## config.mk

```make
export PLATFORM = sky130hd
export DESIGN_NAME = min_priority_ready_queue
export DESIGN_NICKNAME = d
export VERILOG_FILES = /design/src/hw/rtl/mpq_pkg.sv /design/src/hw/rtl/min_priority_ready_queue.sv /design/src/hw/rtl/mpq_datapath.sv /design/src/hw/rtl/mpq_ctrl.sv
export SDC_FILE = /design/constraint.sdc
export NUM_CORES = 1
export LEC_CHECK = 0
export ABC_AREA = 0
export BUFFER_PORTS_ARGS = -buffer_cell sky130_fd_sc_hd__buf_4
export CAP_MARGIN = 20
export CELL_PAD_IN_SITES_DETAIL_PLACEMENT = 0
export CELL_PAD_IN_SITES_GLOBAL_PLACEMENT = 1
export CORE_MARGIN = 2
export CORE_UTILIZATION = 50
export CTS_BUF_LIST = sky130_fd_sc_hd__clkbuf_4
export DETAILED_ROUTE_END_ITERATION = 7
export PLACE_DENSITY_LB_ADDON = 0.1
export SETUP_SLACK_MARGIN = 0.1
export SLEW_MARGIN = 40
export SYNTH_ARGS = -nofsm -noshare
export SYNTH_HDL_FRONTEND = slang
export SYNTH_SLANG_ARGS = --single-unit
```

## constraint.sdc

```tcl
create_clock -name clk -period 3.9 [get_ports clk]
set_input_delay 0 -clock clk [delete_from_list [all_inputs] [get_ports clk]]
set_output_delay 0 -clock clk [all_outputs]
set_load 0.05 [all_outputs]
```

## src/hw/rtl/mpq_pkg.sv

```systemverilog
// Shared types, codes and sizes for the min-priority ready queue.
`default_nettype none

package mpq_pkg;

  // Default number of queue slots
  localparam int unsigned QUEUE_DEPTH_DEF = 16;

  // Opcodes
  localparam logic OP_ENQ = 1'b0;
  localparam logic OP_DEQ = 1'b1;

  // Result status codes
  localparam logic [1:0] ST_OK    = 2'd0;
  localparam logic [1:0] ST_FULL  = 2'd1;
  localparam logic [1:0] ST_EMPTY = 2'd2;

  // Input item
  typedef struct packed {
    logic       opcode;
    logic [7:0] entry_id;
    logic [7:0] entry_prio;
  } in_t;

  // Result item
  typedef struct packed {
    logic [1:0] status;
    logic [7:0] out_id;
    logic [7:0] out_prio;
    logic [4:0] count;
    logic       is_empty;
  } out_t;

  // One stored slot
  typedef struct packed {
    logic [7:0] prio;
    logic [7:0] id;
  } entry_t;

  // Controller to datapath commands
  typedef struct packed {
    logic load_imm;     // finish an enqueue or an empty dequeue right away
    logic start_scan;   // reset scan pointer
    logic step_scan;    // read one slot, compare previous one
    logic start_shift;  // point just past the chosen slot
    logic step_shift;   // read one slot, write previous one down
    logic finish;       // drop count, post dequeue result
  } cmd_t;

  // Datapath to controller status
  typedef struct packed {
    logic queue_empty;
    logic scan_done;
    logic shift_done;
    logic out_free;
  } sts_t;

endpackage

`default_nettype wire

```

## src/hw/rtl/min_priority_ready_queue.sv

```systemverilog
// Top level of the min-priority ready queue: controller plus datapath.
//
// Usage: an input transfer carries an opcode (enqueue or dequeue), a process
// id and a priority. Each input transfer yields exactly one output transfer
// with a status, the removed id and priority (zero unless a dequeue succeeds),
// the entry count after the operation and an empty flag.
// Latency: an enqueue, or a dequeue on an empty queue, shows its result in the
// cycle after the input transfer. A dequeue with N entries held scans them one
// slot per cycle through the single read port of the slot memory, then closes
// the gap one slot per cycle, and only then posts its result to the output.
// Throughput: one item at a time; in_stall is high while an item is in work
// or while a finished result is held stalled by the receiver.
// Reset: rst (synchronous) empties the queue and drops any pending result;
// slot contents are not cleared since only slots below the count are read.
// Receiver stall: the result stays in the output register unchanged until
// out_stall drops; a dequeue in progress waits before posting its result.
`default_nettype none

module min_priority_ready_queue #(
  parameter int unsigned QUEUE_DEPTH = mpq_pkg::QUEUE_DEPTH_DEF
) (
  input  wire logic         clk,
  input  wire logic         rst,
  input  wire logic         in_valid,
  output logic              in_stall,
  input  wire mpq_pkg::in_t in_data,
  output logic              out_valid,
  input  wire logic         out_stall,
  output mpq_pkg::out_t     out_data
);

  mpq_pkg::cmd_t cmd;
  mpq_pkg::sts_t sts;

  mpq_ctrl u_ctrl (
    .clk       (clk),
    .rst       (rst),
    .in_valid  (in_valid),
    .in_opcode (in_data.opcode),
    .in_stall  (in_stall),
    .sts       (sts),
    .cmd       (cmd)
  );

  mpq_datapath #(
    .QUEUE_DEPTH (QUEUE_DEPTH)
  ) u_datapath (
    .clk       (clk),
    .rst       (rst),
    .in_data   (in_data),
    .cmd       (cmd),
    .sts       (sts),
    .out_valid (out_valid),
    .out_stall (out_stall),
    .out_data  (out_data)
  );

endmodule

`default_nettype wire

```

## src/hw/rtl/mpq_datapath.sv

```systemverilog
// Datapath: slot memory, count, scan/shift pointers, minimum tracker, result register.
`default_nettype none

module mpq_datapath #(
  parameter int unsigned QUEUE_DEPTH = mpq_pkg::QUEUE_DEPTH_DEF
) (
  input  wire logic          clk,
  input  wire logic          rst,
  input  wire mpq_pkg::in_t  in_data,
  input  wire mpq_pkg::cmd_t cmd,
  output mpq_pkg::sts_t      sts,
  output logic               out_valid,
  input  wire logic          out_stall,
  output mpq_pkg::out_t      out_data
);

  localparam int unsigned AW = (QUEUE_DEPTH > 1) ? $clog2(QUEUE_DEPTH) : 1;
  localparam int unsigned CW = $clog2(QUEUE_DEPTH + 1);
  localparam logic [CW-1:0] DEPTH_C = CW'(QUEUE_DEPTH);

  mpq_pkg::entry_t mem [QUEUE_DEPTH];

  logic [CW-1:0]   count;
  logic [CW-1:0]   count_next;
  logic [CW-1:0]   ptr;
  logic [AW-1:0]   rd_idx;
  logic            rd_vld;
  mpq_pkg::entry_t rd_q;
  mpq_pkg::entry_t best;
  logic [AW-1:0]   best_idx;

  logic            rd_en;
  logic            wr_en;
  logic [AW-1:0]   wr_addr;
  mpq_pkg::entry_t wr_data;
  logic            more;
  logic            take_min;
  mpq_pkg::out_t   res;
  logic            res_load;

  assign more     = (ptr < count);
  assign rd_en    = (cmd.step_scan || cmd.step_shift) && more;
  assign take_min = rd_vld && ((rd_idx == '0) || (rd_q.prio < best.prio));

  // Status back to the controller
  assign sts.queue_empty = (count == '0);
  assign sts.scan_done   = !more && !rd_vld;
  assign sts.shift_done  = !more && !rd_vld;
  assign sts.out_free    = !out_valid || !out_stall;

  // Memory write select: enqueue at the tail or shift one slot down
  always_comb begin
    wr_en   = 1'b0;
    wr_addr = count[AW-1:0];
    wr_data = '{prio: in_data.entry_prio, id: in_data.entry_id};
    if (cmd.load_imm && in_data.opcode == mpq_pkg::OP_ENQ && count != DEPTH_C) begin
      wr_en = 1'b1;
    end else if (cmd.step_shift && rd_vld) begin
      wr_en   = 1'b1;
      wr_addr = rd_idx - AW'(1);
      wr_data = rd_q;
    end
  end

  // Result and next count
  always_comb begin
    res        = '0;
    res_load   = 1'b0;
    count_next = count;
    if (cmd.load_imm) begin
      res_load = 1'b1;
      if (in_data.opcode == mpq_pkg::OP_ENQ) begin
        if (count == DEPTH_C) begin
          res.status = mpq_pkg::ST_FULL;
        end else begin
          count_next = count + CW'(1);
        end
      end else begin
        res.status = mpq_pkg::ST_EMPTY;
      end
    end else if (cmd.finish) begin
      res_load     = 1'b1;
      count_next   = count - CW'(1);
      res.out_id   = best.id;
      res.out_prio = best.prio;
    end
    res.count    = 5'(count_next);
    res.is_empty = (count_next == '0);
  end

  // Slot memory with registered read
  always_ff @(posedge clk) begin
    if (wr_en) begin
      mem[wr_addr] <= wr_data;
    end
    if (rd_en) begin
      rd_q <= mem[ptr[AW-1:0]];
    end
  end

  // Pointers, minimum tracker, count and output register
  always_ff @(posedge clk) begin
    if (rst) begin
      count     <= '0;
      rd_vld    <= 1'b0;
      out_valid <= 1'b0;
      ptr       <= '0;
    end else begin
      count <= count_next;
      if (cmd.start_scan) begin
        ptr    <= '0;
        rd_vld <= 1'b0;
      end else if (cmd.start_shift) begin
        ptr    <= CW'(best_idx) + CW'(1);
        rd_vld <= 1'b0;
      end else if (cmd.step_scan || cmd.step_shift) begin
        rd_vld <= more;
        if (more) begin
          ptr    <= ptr + CW'(1);
          rd_idx <= ptr[AW-1:0];
        end
      end
      // strict compare keeps the earliest arrival on a tie
      if (cmd.step_scan && take_min) begin
        best     <= rd_q;
        best_idx <= rd_idx;
      end
      if (res_load) begin
        out_valid <= 1'b1;
        out_data  <= res;
      end else if (!out_stall) begin
        out_valid <= 1'b0;
      end
    end
  end

endmodule

`default_nettype wire

```

## src/hw/rtl/mpq_ctrl.sv

```systemverilog
// Controller: sequences enqueue, dequeue scan, gap close and result posting.
`default_nettype none

module mpq_ctrl (
  input  wire logic          clk,
  input  wire logic          rst,
  input  wire logic          in_valid,
  input  wire logic          in_opcode,
  output logic               in_stall,
  input  wire mpq_pkg::sts_t sts,
  output mpq_pkg::cmd_t      cmd
);

  typedef enum logic [1:0] {
    S_IDLE,
    S_SCAN,
    S_SHIFT,
    S_FINISH
  } state_t;

  state_t state;
  state_t state_next;
  logic   take;

  // New item only when idle and the result register can take a result
  assign in_stall = !((state == S_IDLE) && sts.out_free);
  assign take     = in_valid && !in_stall;

  // Command decode
  always_comb begin
    cmd        = '0;
    state_next = state;
    unique case (state)
      S_IDLE: begin
        if (take) begin
          if (in_opcode == mpq_pkg::OP_ENQ || sts.queue_empty) begin
            cmd.load_imm = 1'b1;
          end else begin
            cmd.start_scan = 1'b1;
            state_next     = S_SCAN;
          end
        end
      end
      S_SCAN: begin
        if (sts.scan_done) begin
          cmd.start_shift = 1'b1;
          state_next      = S_SHIFT;
        end else begin
          cmd.step_scan = 1'b1;
        end
      end
      S_SHIFT: begin
        if (sts.shift_done) begin
          state_next = S_FINISH;
        end else begin
          cmd.step_shift = 1'b1;
        end
      end
      S_FINISH: begin
        if (sts.out_free) begin
          cmd.finish = 1'b1;
          state_next = S_IDLE;
        end
      end
      default: state_next = S_IDLE;
    endcase
  end

  // State register
  always_ff @(posedge clk) begin
    if (rst) begin
      state <= S_IDLE;
    end else begin
      state <= state_next;
    end
  end

endmodule

`default_nettype wire

```

==> impl_table.tex <==
\begin{tabular}{lr}
\hline
Metric & Value \\
\hline
\multicolumn{2}{l}{\textbf{Clock network}} \\
Total clock buffers created by CTS & 86 \\
Number of sinks driven by the clock tree & approximately 330 \\
Post-cts gate resize count & 0 \\
Number of post-CTS setup repair buffers & 0 \\
CTS tree & yes \\
Buffers from clock root to sink, at most & 3 \\
Clock Latency Late Sink & roughly 0.70 ns \\
H-tree lvl count & 3 \\
Clock-pin transition on the worst setup and hold timing paths & around 0.070 ns \\
Cell chosen for the clock root & sky130\_fd\_sc\_hd\_\_clkbuf\_4 \\
\multicolumn{2}{l}{\textbf{Synth}} \\
Post-Syn Area per Cell & approximately 20 um\^{}2 \\
Share of Yosys cell area claimed by the top area cell type & between 70 and 80\% \\
Sequential element share of the synthesized area & 73.4\% \\
Total number of yosys warnings & 0 \\
Cell type with the highest aggregate area in the netlist & sky130\_fd\_sc\_hd\_\_edfxtp\_1 \\
Post-Syn Nets & 727 \\
Post-synth EDFFs & 320 \\
Post-synth design cell area & 13500 um\^{}2 \\
Share of flip-flops with an asynchronous set or reset & 0\% \\
Gate count of the mapped netlist & $\sim$680 \\
Flip-flop cell with the highest count after synthesis & sky130\_fd\_sc\_hd\_\_edfxtp\_1 \\
Most frequent cells after synthesis & sky130\_fd\_sc\_hd\_\_edfxtp\_1 (320), sky130\_fd\_sc\_hd\_\_mux4\_2 (80), sky130\_fd\_sc\_hd\_\_nor2\_1 (36) \\
Top post-synthesis cells by area & sky130\_fd\_sc\_hd\_\_edfxtp\_1 (71\%), sky130\_fd\_sc\_hd\_\_mux4\_2 (13\%), sky130\_fd\_sc\_hd\_\_dfxtp\_1 (2.1\%) \\
Most frequently used cell type in the post-synthesis netlist & sky130\_fd\_sc\_hd\_\_edfxtp\_1 \\
Total of flip-flops plus latches after synthesis & 334 \\
Count of distinct cell types in the synthesized netlist & 56 \\
\multicolumn{2}{l}{\textbf{Drt}} \\
Vias & 7174 \\
DR WL/cell & roughly 24 um \\
M1 wire length & around 13000 um \\
Post-detailed-route via-to-cell ratio & between 5 and 6 \\
Total routed wirelength & about 30000 um \\
Met3 Routed Length & $\sim$1900 um \\
Detail Route Antenna Nets & 0 \\
Iteration-0 DRC count of the detailed router & around 630 \\
Amount of wire on met2 after detailed routing & about 15000 um \\
Length of the first detailed-routing pass in iterations & 5 \\
Highest routed layer & met4 \\
DRC violation count after routing & 0 \\
\multicolumn{2}{l}{\textbf{Setup path}} \\
Worst EP required & 4.22 ns \\
Start-to-end type of the worst setup path & reg2reg \\
Data arrival time of the critical path & 3.52 ns \\
Critical Path End Type & flop \\
Setup crit start kind & flop \\
Reg2Reg Capture Point & u\_datapath.mem[11][3] \\
Worst reg2reg path depth & 10 \\
Top fanout value on the critical path & 16 \\
Startpoint of the most critical register-to-register path & u\_datapath.count[1] \\
R2r setup slk & roughly 0.7 ns \\
Critical path startpoint & u\_datapath.count[1] \\
\multicolumn{2}{l}{\textbf{Timing}} \\
Final setup slack of the worst path & about 0.71 ns \\
Shortest period the worst path allows & $\sim$3.2 ns \\
RSZ-0062 raised after global routing & no \\
Max-slew headroom & a little under half \\
Tightest Pin Transition & 0.787 ns \\
Setup skew after layout & $\sim$0.045 ns \\
Worst slack on hold paths & about 0.16 ns \\
Final setup violation count & 0 \\
Total count of hold-check failures in the final report & 0 \\
Summed negative setup slack over all endpoints & 0 ns \\
Period utilisation layout & about four fifths \\
Final slew viol count & 0 \\
Maximum clock frequency & 0.313 GHz \\
\multicolumn{2}{l}{\textbf{Power}} \\
Clock Power Share & about 34\% \\
Combinational share of power & between 15 and 20\% \\
Largest vdd supply drop & 0.000335 V \\
Static Leakage & between 5 and 6 nW \\
Internal power & around 0.0062 W \\
Pwr Density & 543 nW/um\^{}2 \\
Switching share of power & a little over a quarter \\
Part of the power in registers & 49.4\% \\
Switching Power & about 0.0023 W \\
\multicolumn{2}{l}{\textbf{Final layout}} \\
Filler Cell Count & 2071 \\
Number of nets at the end of the flow & 877 \\
Sequential cell area & 9890 um\^{}2 \\
Ratio of cells with drive above 1 in the final layout & 34.9\% \\
Area occupied by multi-input gates & about 3300 um\^{}2 \\
Post-layout util & about 60\% \\
Final std cells w/o fill & approximately 1200 \\
Post-synthesis to final-layout area growth & 15.7\% \\
\multicolumn{2}{l}{\textbf{Global routing}} \\
GR Util All Layers & around 22\% \\
Pin count of the biggest net entering global routing & 69 \\
Via count of the first global-routing pass & around 7400 \\
First-pass GRT wire length & around 45000 um \\
Initial antenna violation count & 1 \\
Remaining global-route overflow & 0 \\
\multicolumn{2}{l}{\textbf{Die}} \\
Row count & 60 \\
Initial core utilization & approximately half \\
Die area & $\sim$28000 um\^{}2 \\
Die Width & between 150 and 200 um \\
Number of I/O pins & 47 \\
Core region area & 26700 um\^{}2 \\
DIE HEIGHT & approximately 170 um \\
\multicolumn{2}{l}{\textbf{Place}} \\
Final weighted congestion in routability-driven placement & $\sim$0.83 \\
Number of port buffers & between 40 and 50 \\
Count of placed standard cells including taps & between 1000 and 1500 \\
Dpl hpwl & $\sim$20000 um \\
Pre-CTS setup slack & approximately 0.75 ns \\
\multicolumn{2}{l}{\textbf{Worst hold path}} \\
Type of the worst min-delay path & in2reg \\
Startpoint of the tightest hold check path & rst \\
Worst Hold Endpoint & u\_datapath.count[1] \\
Count of cells along the worst hold path & 3 \\
\multicolumn{2}{l}{\textbf{Outcome}} \\
Result of the run & completed \\
\multicolumn{2}{l}{\textbf{Flow run}} \\
Total of max-cap violations & 0 \\
\hline
\end{tabular}
worst max path at each step:
stage	end	slack (ns)
6_report	u_datapath.mem[11][3]	0.71
5_1_grt	u_datapath.mem[11][3]	0.44
4_1_cts	u_datapath.mem[11][3]	0.70
3_5_place_dp	u_datapath.mem[11][10]	0.75
3_3_place_gp	u_datapath.mem[11][8]	0.77
2_1_floorplan	u_datapath.out_data[0]	0.92
per-layer routing:
| metal | global-route usage, % | vias up |
|---|---|---|
| li1 | - | 3143 |
| met2 | 36.1 | 268 |
| met4 | 6.90 | 0 |
| met3 | 4.40 | 33 |
| met1 | 30.3 | 3730 |
| met5 | 0 | - |
flip-flops by register name, summed over array words and instances, names as in the netlist:
register	count
u_datapath.best	16
u_ctrl.state	2
u_datapath.best_idx	4
u_datapath.ptr	5
u_datapath.rd_vld	1
u_datapath.rd_idx	4
u_datapath.mem	256
u_datapath.out_data	24
u_datapath.out_valid	1
u_datapath.rd_q	16
u_datapath.count	5
worst max-delay path: stages (launching register included):
cell                        delay, ns
sky130_fd_sc_hd__dfxtp_1         0.40
sky130_fd_sc_hd__inv_1           0.18
sky130_fd_sc_hd__ha_1            0.23
sky130_fd_sc_hd__nand4bb_1       0.23
sky130_fd_sc_hd__a41oi_4         0.57
sky130_fd_sc_hd__buf_6           0.23
sky130_fd_sc_hd__inv_1           0.05
sky130_fd_sc_hd__o22ai_1         0.29
sky130_fd_sc_hd__nand2_1         0.16
sky130_fd_sc_hd__nor2_1          0.18
sky130_fd_sc_hd__buf_4           0.31
final cells by class:
| cell class | instances | area share [%] |
|---|---|---|
| Timing Repair Buffer | 91 | 4.83 |
| Antenna cell | 1 | 0.0161 |
| Multi-Input combinational cell | 294 | 21.4 |
| Tap cell | 341 | 2.74 |
| Clock buffer | 121 | 5.83 |
| Inverter | 27 | 0.650 |
| Clock inverter | 29 | 1.04 |
| Sequential cell | 334 | 63.5 |
power groups by stage:
stage	Sequential, W	Clock (W)	Combinational (W)
floorplan	0.00431	0	0.000942
global placement	0.00426	0	0.00140
detailed placement	0.00426	0	0.00141
CTS	0.00419	0.00294	0.00144
global route	0.00420	0.00315	0.00151
finish	0.00418	0.00286	0.00142
cell usage in the layout (no fill, tap or decap), types with 7 or more instances in the layout:
| cell | n |
|---|---|
| sky130_fd_sc_hd__and2_1 | 11 |
| sky130_fd_sc_hd__nor3_1 | 13 |
| sky130_fd_sc_hd__dlygate4sd3_1 | 20 |
| sky130_fd_sc_hd__edfxtp_1 | 320 |
| sky130_fd_sc_hd__dfxtp_1 | 12 |
| sky130_fd_sc_hd__clkinv_1 | 20 |
| sky130_fd_sc_hd__mux4_2 | 80 |
| sky130_fd_sc_hd__buf_4 | 68 |
| sky130_fd_sc_hd__a21oi_1 | 10 |
| sky130_fd_sc_hd__clkbuf_4 | 121 |
| sky130_fd_sc_hd__nor2_1 | 35 |
| sky130_fd_sc_hd__inv_1 | 26 |
| sky130_fd_sc_hd__ha_1 | 22 |
| sky130_fd_sc_hd__nand3_1 | 7 |
| sky130_fd_sc_hd__nand2_1 | 20 |
| sky130_fd_sc_hd__mux2_2 | 18 |
cells by family (layout without fill, tap and decap cells):
logic type                 after synthesis  count (layout)  synth area share, %
buffers and inverters                   56             268                 2.02
AOI/OAI and AO/OA                       59              59                 3.07
xor gates and xnor gates                 7               7                0.455
adders and majority gates               22              22                 2.04
other                                    0               1                    0
DFF                                    334             334                 73.4
and+or+nand+nor                        106             106                 3.96
muxes                                  100             100                 15.0
repair_timing:
| action | 4_1_cts | 5_1_grt |
|---|---|---|
| hold buffers | 20 | 0 |
| endpoints found under the hold margin | 302 | 0 |
| endpoints found under the setup margin | 0 | 0 |
through the flow:
stage	instance area (um^2)	total power, W
detailed placement	14300	0.00568
global route	15600	0.00886
floorplan	13500	0.00525
global placement	14300	0.00566
CTS	15600	0.00857
finish	15600	0.00846
Note: power is estimated with default switching activity, not from simulation.
